File: config.mk
export PLATFORM = sky130hd
export DESIGN_NAME = trial_division_prime_test_top
export DESIGN_NICKNAME = d
export VERILOG_FILES = /design/src/design/trd_pkg.sv /design/src/design/trd_div.sv /design/src/design/trd_seq.sv /design/src/design/trial_division_prime_test_top.sv
export VERILOG_INCLUDE_DIRS = /design/src /design/src/design
export SDC_FILE = /design/constraint.sdc
export NUM_CORES = 1
export LEC_CHECK = 0
export ABC_AREA = 1
export BUFFER_PORTS_ARGS = -buffer_cell sky130_fd_sc_hd__buf_4
export CORE_MARGIN = 4
export CORE_UTILIZATION = 63
export DETAILED_ROUTE_END_ITERATION = 8
export PLACE_DENSITY = 0.79
export RECOVER_POWER = 50
export SETUP_SLACK_MARGIN = 0.05
export SYNTH_ARGS = -nofsm -noshare
export SYNTH_HDL_FRONTEND = slang
export SYNTH_SLANG_ARGS = --single-unit
File: constraint.sdc
create_clock -name clk_i -period 5.6 [get_ports clk_i]
set_input_delay 1.12 -clock clk_i [delete_from_list [all_inputs] [get_ports clk_i]]
set_output_delay 1.12 -clock clk_i [all_outputs]
set_load 0.005 [all_outputs]
File: src/design/trial_division_prime_test_top_defines.svh
// Assertion macros shared by the trial division prime test modules.
`ifndef TRIAL_DIVISION_PRIME_TEST_TOP_DEFINES_SVH
`define TRIAL_DIVISION_PRIME_TEST_TOP_DEFINES_SVH

// Plain property check, clocked on clk_i and disabled while in reset.
`define TRD_ASSERT(lbl, prop, msg) \
  lbl: assert property (@(posedge clk_i) disable iff (!rst_ni) (prop)) else $error(msg);

// Implication check: whenever ante holds, cons must hold in the same cycle.
`define TRD_ASSERT_IMP(lbl, ante, cons, msg) \
  lbl: assert property (@(posedge clk_i) disable iff (!rst_ni) (ante) |-> (cons)) \
    else $error(msg);

// Next-cycle check: whenever ante holds, cons must hold in the next cycle.
`define TRD_ASSERT_NXT(lbl, ante, cons, msg) \
  lbl: assert property (@(posedge clk_i) disable iff (!rst_ni) (ante) |=> (cons)) \
    else $error(msg);

`endif

File: src/design/trd_pkg.sv
// Package: shared constants, sequencer states and interface structs.
`timescale 1ns / 1ps
package trd_pkg;

  // Default operand width
  localparam int unsigned WIDTH_DEF = 32;

  // Smallest prime and first odd trial divisor
  localparam int unsigned SMALLEST_PRIME    = 2;
  localparam int unsigned FIRST_ODD_DIVISOR = 3;

  // Sequencer states
  typedef enum logic [2:0] {
    ST_IDLE,
    ST_CLASSIFY,
    ST_CHECK,
    ST_DIV,
    ST_FIN
  } trd_state_e;

  // Sequencer to remainder unit
  typedef struct packed {
    logic start;
  } div_ctrl_t;

  // Remainder unit to sequencer
  typedef struct packed {
    logic done;
    logic rem_zero;
  } div_stat_t;

  // Finished result from the sequencer
  typedef struct packed {
    logic valid;
    logic is_prime;
  } res_t;

endpackage

File: src/design/trd_div.sv
// Shared remainder unit: restoring division, one remainder bit per cycle.
`timescale 1ns / 1ps
`include "trial_division_prime_test_top_defines.svh"
module trd_div
  import trd_pkg::*;
#(
  parameter int unsigned WIDTH = WIDTH_DEF
) (
  input  logic             clk_i,
  input  logic             rst_ni,
  input  div_ctrl_t        ctrl_i,
  input  logic [WIDTH-1:0] dividend_i,
  input  logic [WIDTH-1:0] divisor_i,
  output div_stat_t        stat_o
);

  localparam int unsigned CNT_W = $clog2(WIDTH);
  localparam logic [CNT_W-1:0] CNT_LAST = CNT_W'(WIDTH - 1);

  logic             busy_q, done_q;
  logic [CNT_W-1:0] cnt_q;
  logic [WIDTH-1:0] rem_q, rem_d;
  logic [WIDTH-1:0] dvd_q;
  logic [WIDTH-1:0] div_q;
  logic [WIDTH:0]   trial, diff;
  logic             ge;

  // Single shared subtract and compare
  always_comb begin
    trial = {rem_q, dvd_q[WIDTH-1]};
    diff  = trial - {1'b0, div_q};
    ge    = (trial >= {1'b0, div_q});
    rem_d = ge ? diff[WIDTH-1:0] : trial[WIDTH-1:0];
  end

  // Control: busy for WIDTH steps, then a one-cycle done
  always_ff @(posedge clk_i or negedge rst_ni) begin
    if (!rst_ni) begin
      busy_q <= 1'b0;
      done_q <= 1'b0;
      cnt_q  <= '0;
    end else if (ctrl_i.start) begin
      busy_q <= 1'b1;
      done_q <= 1'b0;
      cnt_q  <= '0;
    end else if (busy_q) begin
      cnt_q <= cnt_q + CNT_W'(1);
      if (cnt_q == CNT_LAST) begin
        busy_q <= 1'b0;
        done_q <= 1'b1;
      end
    end else begin
      done_q <= 1'b0;
    end
  end

  // Datapath: partial remainder and dividend shift line
  always_ff @(posedge clk_i) begin
    if (ctrl_i.start) begin
      rem_q <= '0;
      dvd_q <= dividend_i;
      div_q <= divisor_i;
    end else if (busy_q) begin
      rem_q <= rem_d;
      dvd_q <= {dvd_q[WIDTH-2:0], 1'b0};
    end
  end

  assign stat_o.done     = done_q;
  assign stat_o.rem_zero = (rem_q == '0);

  `TRD_ASSERT_IMP(a_no_restart, ctrl_i.start, !busy_q, "start while division busy")
  `TRD_ASSERT_IMP(a_rem_below_div, done_q, rem_q < div_q, "remainder not below divisor")
  `TRD_ASSERT_NXT(a_done_pulse, done_q, !done_q, "done held longer than one cycle")

endmodule

File: src/design/trd_seq.sv
// Sequencer: classifies the candidate and steps odd divisors up to the root.
`timescale 1ns / 1ps
`include "trial_division_prime_test_top_defines.svh"
module trd_seq
  import trd_pkg::*;
#(
  parameter int unsigned WIDTH = WIDTH_DEF
) (
  input  logic             clk_i,
  input  logic             rst_ni,
  input  logic             in_valid_i,
  output logic             in_ready_o,
  input  logic [WIDTH-1:0] candidate_i,
  output res_t             res_o,
  input  logic             res_ready_i
);

  // Divisor never exceeds the root by more than one step
  localparam int unsigned DW  = (WIDTH + 1) / 2 + 2;
  // Running square stays below 2^(WIDTH+2) until the loop stops
  localparam int unsigned SQW = WIDTH + 2;

  trd_state_e       state_q, state_d;
  logic [WIDTH-1:0] n_q;
  logic [DW-1:0]    d_q;
  logic [SQW-1:0]   sq_q;
  logic             prime_q;
  logic             small_n, even_n, past_root;
  div_ctrl_t        div_ctrl;
  div_stat_t        div_stat;

  // Shared remainder unit
  trd_div #(.WIDTH(WIDTH)) u_div (
    .clk_i      (clk_i),
    .rst_ni     (rst_ni),
    .ctrl_i     (div_ctrl),
    .dividend_i (n_q),
    .divisor_i  (WIDTH'(d_q)),
    .stat_o     (div_stat)
  );

  // Candidate classification and root bound
  always_comb begin
    small_n   = (n_q <= WIDTH'(SMALLEST_PRIME));
    even_n    = !n_q[0];
    past_root = (sq_q > SQW'(n_q));
  end

  // Next state
  always_comb begin
    state_d = state_q;
    case (state_q)
      ST_IDLE:     if (in_valid_i) state_d = ST_CLASSIFY;
      ST_CLASSIFY: state_d = (small_n || even_n) ? ST_FIN : ST_CHECK;
      ST_CHECK:    state_d = past_root ? ST_FIN : ST_DIV;
      ST_DIV: begin
        if (div_stat.done) state_d = div_stat.rem_zero ? ST_FIN : ST_CHECK;
      end
      ST_FIN:      if (res_ready_i) state_d = ST_IDLE;
      default:     state_d = ST_IDLE;
    endcase
  end

  // Outputs
  always_comb begin
    in_ready_o     = 1'b0;
    div_ctrl.start = 1'b0;
    res_o.valid    = 1'b0;
    res_o.is_prime = prime_q;
    case (state_q)
      ST_IDLE:  in_ready_o = 1'b1;
      ST_CHECK: div_ctrl.start = !past_root;
      ST_FIN:   res_o.valid = 1'b1;
      default:  ;
    endcase
  end

  // State register
  always_ff @(posedge clk_i or negedge rst_ni) begin
    if (!rst_ni) begin
      state_q <= ST_IDLE;
    end else begin
      state_q <= state_d;
    end
  end

  // Candidate, divisor, running square and verdict
  always_ff @(posedge clk_i) begin
    case (state_q)
      ST_IDLE: begin
        if (in_valid_i) n_q <= candidate_i;
      end
      ST_CLASSIFY: begin
        // two is the only even prime, zero and one are not prime
        prime_q <= (n_q == WIDTH'(SMALLEST_PRIME));
        d_q     <= DW'(FIRST_ODD_DIVISOR);
        sq_q    <= SQW'(FIRST_ODD_DIVISOR * FIRST_ODD_DIVISOR);
      end
      ST_CHECK: begin
        if (past_root) prime_q <= 1'b1;
      end
      ST_DIV: begin
        if (div_stat.done) begin
          if (div_stat.rem_zero) begin
            prime_q <= 1'b0;
          end else begin
            // (d+2)^2 = d^2 + 4d + 4
            d_q  <= d_q + DW'(2);
            sq_q <= sq_q + SQW'({d_q, 2'b00}) + SQW'(4);
          end
        end
      end
      default: ;
    endcase
  end

  `TRD_ASSERT_IMP(a_div_odd,
                  state_q == ST_CHECK || state_q == ST_DIV,
                  d_q[0] && d_q >= DW'(FIRST_ODD_DIVISOR),
                  "trial divisor not odd or below three")
  `TRD_ASSERT_NXT(a_div_hold, state_q == ST_DIV && !div_stat.done,
                  $stable(d_q) && $stable(n_q), "operands moved during division")
  `TRD_ASSERT_IMP(a_prime_odd, res_o.valid && res_o.is_prime,
                  n_q[0] || n_q == WIDTH'(SMALLEST_PRIME),
                  "even candidate other than two reported prime")

endmodule

File: src/design/trial_division_prime_test_top.sv
// Top level: trial division prime test with a registered result stage.
`timescale 1ns / 1ps
// Tests one unsigned WIDTH-bit candidate per transfer and returns is_prime_o
// (1 for a prime, 0 for a composite or for zero and one). One candidate is in
// work at a time. Zero, one and even candidates finish after classification. An
// odd candidate n tries the odd divisors from 3 upward while d*d <= n, stopping
// at the first that divides n; each divisor takes WIDTH subtract steps in the
// shared restoring remainder unit, plus the bound check and hand-back.
// The result sits in an output register, so it may wait for the consumer while
// the next candidate is taken in.
module trial_division_prime_test_top
  import trd_pkg::*;
#(
  parameter int unsigned WIDTH = WIDTH_DEF
) (
  input  logic             clk_i,
  input  logic             rst_ni,
  input  logic             in_valid_i,
  output logic             in_ready_o,
  input  logic [WIDTH-1:0] candidate_i,
  output logic             out_valid_o,
  input  logic             out_ready_i,
  output logic             is_prime_o
);

  res_t res;
  logic res_ready;
  logic out_valid_q;
  logic is_prime_q;

  trd_seq #(.WIDTH(WIDTH)) u_seq (
    .clk_i       (clk_i),
    .rst_ni      (rst_ni),
    .in_valid_i  (in_valid_i),
    .in_ready_o  (in_ready_o),
    .candidate_i (candidate_i),
    .res_o       (res),
    .res_ready_i (res_ready)
  );

  // Output stage takes a result when empty or being drained
  assign res_ready = !out_valid_q || out_ready_i;

  always_ff @(posedge clk_i or negedge rst_ni) begin
    if (!rst_ni) begin
      out_valid_q <= 1'b0;
    end else if (res.valid && res_ready) begin
      out_valid_q <= 1'b1;
    end else if (out_ready_i) begin
      out_valid_q <= 1'b0;
    end
  end

  always_ff @(posedge clk_i) begin
    if (res.valid && res_ready) is_prime_q <= res.is_prime;
  end

  assign out_valid_o = out_valid_q;
  assign is_prime_o  = is_prime_q;

endmodule

Word-level counts from Yosys, hierarchy flattened --
Index checks and enable logic that the tools add are counted.
Storage, ports and cells: bits of input ports 36, word-level logic and storage cells 83, output and inout bits 3, flip-flop bits (word level) 179
Operators by class: mux-type cells 33, reduce and logical (&&, ||, !) cells 16, $lt $le $gt $ge 3, equal/unequal tests 13, add/subtract/negate cells 5
Operators with widths (number):
- $mux W32 | 3
- $mux W34 | 2
- $pmux W34 S2 | 1
- $mux W18 | 2
- $pmux W18 S2 | 1
- $add A34 B20 Y34 | 1
- $add A34 B3 Y34 const B | 1
- $gt A34 B32 Y1 | 1
- $ge A33 B18 Y1 | 1
- $eq A32 B2 Y1 const B | 1
- $le A32 B2 Y1 const B | 1
- $logic_not A32 Y1 | 1
- $sub A32 B18 Y32 | 1
- $add A18 B2 Y18 const B | 1
- $mux W3 | 6
- $pmux W3 S5 | 1
- $mux W1 | 14
- $mux W5 | 2
- $ne A2 B2 Y1 const B | 4
- $eq A3 B2 Y1 const B | 2
- $reduce_and A3 Y1 | 2
- $reduce_bool A2 Y1 | 3
- $add A5 B1 Y5 const B | 1
- $eq A5 B5 Y1 const B | 1
- 12 further kinds | 16

Depth between registers and ports, before layout --
depth in word-level cells 5, mapped depth 18, gate-level depth less buffers 17

Cells and area by module --
From an unflattened synthesis, not the netlist that was laid out.
Unflattened totals: cells, all modules 1652, area total of the unflattened synthesis 12579.6 um^2
Modules (own cells, without submodules):
- trd_div | area an instance 6839.1 um^2, cells an instance 976, times used 1, seq. area each 2737.6 um^2
- trd_seq | area an instance 5665.4 um^2, cells an instance 669, times used 1, seq. area each 2507.4 um^2
- trial_division_prime_test_top | area an instance 75.1 um^2, cells an instance 7, times used 1, seq. area each 55.1 um^2

Least setup slack after synthesis --
No wires, ideal clock.
kind reg-to-reg, start point register u_seq.state_q[2], end point register u_seq.d_q[10], enable pin, required time 5.087 ns, cell stages (with the launch flop) 7, buffers on the path 0, period minus slack after synthesis 4.573 ns, setup time 0.513 ns, path slack 1.027 ns, arrival time 4.060 ns, path through dfrtp_1 -> inv_1 -> nand2_1 -> nor2_1 -> inv_1 -> nor2_1 -> nor3_1
On the way: word-level cells in the longest chain between the ends 3, elaborated cells on any way between the ends 6, those cells by class eq/ne (4); reduce/logical (2)
RTL lines:
- start: declaration | RTL line trd_seq.sv:23 | trd_state_e state_q, state_d;
- start signal: assignment | RTL line trd_seq.sv:83 | state_q <= state_d;
- $eq A3 B2 Y1 / $eq A3 B1 Y1 (equally long branches) | RTL line trd_seq.sv:89 | case (state_q)
- $ne A2 B2 Y1 (no line) / $reduce_bool A2 Y1 (equally long branches)
- $reduce_and A3 Y1 (no line) *
- end signal: assignment | RTL line trd_seq.sv:96 | d_q <= DW'(FIRST_ODD_DIVISOR);
- end signal: assignment | RTL line trd_seq.sv:108 | d_q <= d_q + DW'(2);
- end: declaration | RTL line trd_seq.sv:25 | logic [DW-1:0] d_q;
Mark *: on every way between the ends. The rest lies on a longest branch, timed or not. A chain may end at the register's enable or synchronous reset.

Worst setup path after layout --
start point register u_seq.state_q[2], end point register u_seq.d_q[4], enable pin
The elaborated chain is that of the path after synthesis.

==> impl_metrics.csv <==
group,metric,value,unit
grt,overflow,0,
setup_path,path_buf_inv,4,
worst_hold_path,hold_path_class,"register to register",
sta,rsz0062_at_grt,"no",
sta,tightest_slew,2700,ps
yosys,syn_area,0.0111,sq mm
grt,grt_pass1_vias,9040,
clock_network,cts_hold_buf,0,
power,power_density,576,mW/mm^2
setup_path,cp_common_cell,"inv_1",
detailed_routing,drc,0,
clock_network,clk_pin_slew,80,ps
yosys,synth_xor_area_frac,0.0118,
die,core,0.0173,sq mm
setup_path,cp_max_fo,48,
power,ir_drop,275,uV
layout,final-instance-count-excl-fill,1683,
run_status,outcome,"complete, but fails checks",
setup_path,crit_path_cell_trace,"inv_1, nand2_1, nor2_2, clkbuf_1, inv_1, nor3_1, nor3_2, buf_4",
clock_network,clock_path_buffers,2,
sta,finalClockSkew,14.7,ps
clock_network,cts_sinks,174,
clock_network,clk_latency,440,ps
placement,gp_congestion,0.945,
grt,grt_usage,0.276,
sta,fin_crit_sh,0.755,
die,die_height,141,um
yosys,yosysSeqAreaShare,0.437,
yosys,yosysWarnings,0,
detailed_routing,routed_wl,26900,um
yosys,postSynthCellCount,1415,
placement,hpwl,19900,um
layout,nets,1567,
detailed_routing,via_per_inst,5.65,
grt,grt_first_pass_wirelength,43700,um
run_status,violations,"capacitance limit, slew limit",
yosys,synth_fa_ha_area_frac,0.0983,
clock_network,htreeDepth,4,
detailed_routing,vias,9504,
setup_path,slowest_stage,"clkbuf_1",
setup_path,cp.arrival,4330,ps
sta,max_freq,237,MHz
sta,relSlewSlack,-0.807,
power,power,6.96,mW
clock_network,cts_buffers,17,
clock_network,ctsResizeCount,0,
die,rows,48,
yosys,synth_top_family_by_area,"simple AND/OR/NAND/NOR gates",
detailed_routing,drt_first_iter_violations,908,
yosys,synth_area_leaders,"edfxtp_1, nand2_1, ha_1",
layout,syn_to_final_growth,8.93,%
yosys,yosys.area_share.simple,0.283,
sta,slew_viol_final,72,
detailed_routing,drtPass1Iterations,5,
placement,port_buffers,38,
clock_network,cts_root_buffer,"clkbuf_16",
die,start_util,0.642,
grt,grt_max_degree,63,
yosys,synth_top_area_frac,0.354,
clock_network,cts_setup_buffers,0,
layout,num_antenna_cells,0,
yosys,syn_area_per_cell,7.84,sq um
sta,hold_violations,0,
layout,drive_above_1_share,0.0604,
die,io_pins,39,
run,drv_cap,2,
die,die_area,0.0198,sq mm
yosys,synth_compound_area_frac,0.0930,
setup_path,critPathLaunchType,"register",
sta,setup_viol,0,
detailed_routing,ant_nets,0,
setup_path,slowest_delay,1380,ps
yosys,synth_cell_type_count,43,
grt,antenna_found_initial,0,
yosys,synthMuxAreaShare,0,
sta,whs,464,ps
placement,dp_cells,1651,
die,die-width,141,um
setup_path,cp-end-kind,"register",
yosys,yosysTopAreaCell,"edfxtp_1",
clock_network,tritoncts,"built",
yosys,synth_fp_nets,1537,
setup_path,crit_type,"register to register",
yosys,yosys_register_bits,174,
detailed_routing,wire_per_inst,16.0,um
sta,period_needed,4230,ps
layout,final_util,0.699,
sta,tns,0,ps
power,p_leak,5.64,nW
setup_path,required,5710,ps
setup_path,cp_top_family,"buffers and inverters",
layout by cell type, fill, tap and decap left out, drive strengths merged:
| cell | netlist | layout |
|---|---|---|
| nand4 | 34 | 34 |
| nor4 | 3 | 3 |
| clkinvlp | 0 | 1 |
| clkbuf | 10 | 57 |
| dfxtp | 32 | 32 |
| nand3b | 9 | 9 |
| a31o | 1 | 1 |
| o31ai | 1 | 1 |
| xor2 | 9 | 9 |
| fa | 2 | 2 |
| a21oi | 91 | 91 |
| inv | 179 | 186 |
| nor3 | 22 | 22 |
| o21bai | 2 | 2 |
| and2 | 3 | 3 |
| or2 | 9 | 9 |
| nand3 | 113 | 113 |
| dfrtp | 11 | 11 |
| clkinv | 1 | 7 |
| o21ai | 94 | 94 |
| nor3b | 6 | 6 |
| a31oi | 3 | 3 |
| xnor2 | 6 | 6 |
| nor2 | 142 | 142 |
| and3 | 4 | 4 |
| buf | 22 | 4 |
| edfxtp | 131 | 131 |
| o21a | 3 | 3 |
| ha | 84 | 84 |
| a21o | 4 | 4 |
| nand2 | 384 | 384 |
worst reg2reg max path, stage by stage, from the launching register on:
cell and delay, ps:
dfrtp_1 410, inv_1 80, nand2_1 100, nor2_2 90, clkbuf_1 1380, inv_1 850
nor3_1 540, nor3_2 60, buf_4 340
worst paths after layout:
path,start,endpoint,slack [ps],cells past startpoint
max in group asynchronous,rst_ni,u_seq.u_div.cnt_q[2],4550,1
max reg2reg,u_seq.state_q[2],u_seq.d_q[4],1370,8
max,u_seq.state_q[2],u_seq.d_q[4],1370,8
min,u_seq.prime_q,is_prime_o,460,0
min reg2reg,u_seq.prime_q,is_prime_o,460,0
min in group asynchronous,rst_ni,out_valid_o,650,1
cells by family after synthesis:
kind of cell	Yosys count
XOR/XNOR	15
flip-flops	174
AO/OA/AOI/OAI	199
buffers and inverters	212
AND/OR/NAND/NOR	729
adder cells (fa/ha/maj)	86
cell type report:
class / instances / area, sq um
tap: 225 / 282
timing repair buffer: 43 / 304
clock buffer: 18 / 429
fill: 1454 / 5210
clock inverter: 14 / 144
multi-input combinational: 1029 / 5400
sequential: 174 / 4850
inverter: 180 / 676
state kept, by name, summed over array words and instances, names as in the netlist:
signal and cells:
is_prime_o 1, u_seq.d_q 17, out_valid_o 1, u_seq.sq_q 31, u_seq.state_q 3, u_seq.prime_q 1
u_seq.u_div.dvd_q 32, u_seq.u_div.rem_q 32, u_seq.u_div.busy_q 1, u_seq.n_q 32, u_seq.u_div.cnt_q 5, u_seq.u_div.done_q 1
u_seq.u_div.div_q 17
stage by stage:
stage          instance area, sq um  setup WS (ps)
2_1_floorplan                 11100           1030
3_3_place_gp                  11500           2490
3_5_place_dp                  11500           2420
4_1_cts                       12100           2370
5_1_grt                       12100           1130
6_report                      12100           1370
Yosys cell counts (all sizes together):
cell      n
a21o      4
a21oi    91
a31o      1
a31oi     3
and2      3
and3      4
buf      22
clkbuf   10
clkinv    1
dfrtp    11
dfxtp    32
edfxtp  131
fa        2
ha       84
inv     179
nand2   384
nand3   113
nand3b    9
nand4    34
nor2    142
nor3     22
nor3b     6
nor4      3
o21a      3
o21ai    94
o21bai    2
o31ai     1
or2       9
xnor2     6
xor2      9
metal layers:
metal | wire length [um] | global-route usage | part of all wire
met4 | 935 | 0.109 | 0.035
met1 | 11100 | 0.349 | 0.41
met5 | 0 | 0 | 0
met2 | 13200 | 0.472 | 0.49
met3 | 1750 | 0.0499 | 0.065
where the power goes:
part | total, mW | switching (mW) | internal [mW]
clock | 1.17 | 0.572 | 0.594
sequential | 2.48 | 0.434 | 2.05
combinational | 3.32 | 2.20 | 1.12
Power figures use the tool's default switching activity.
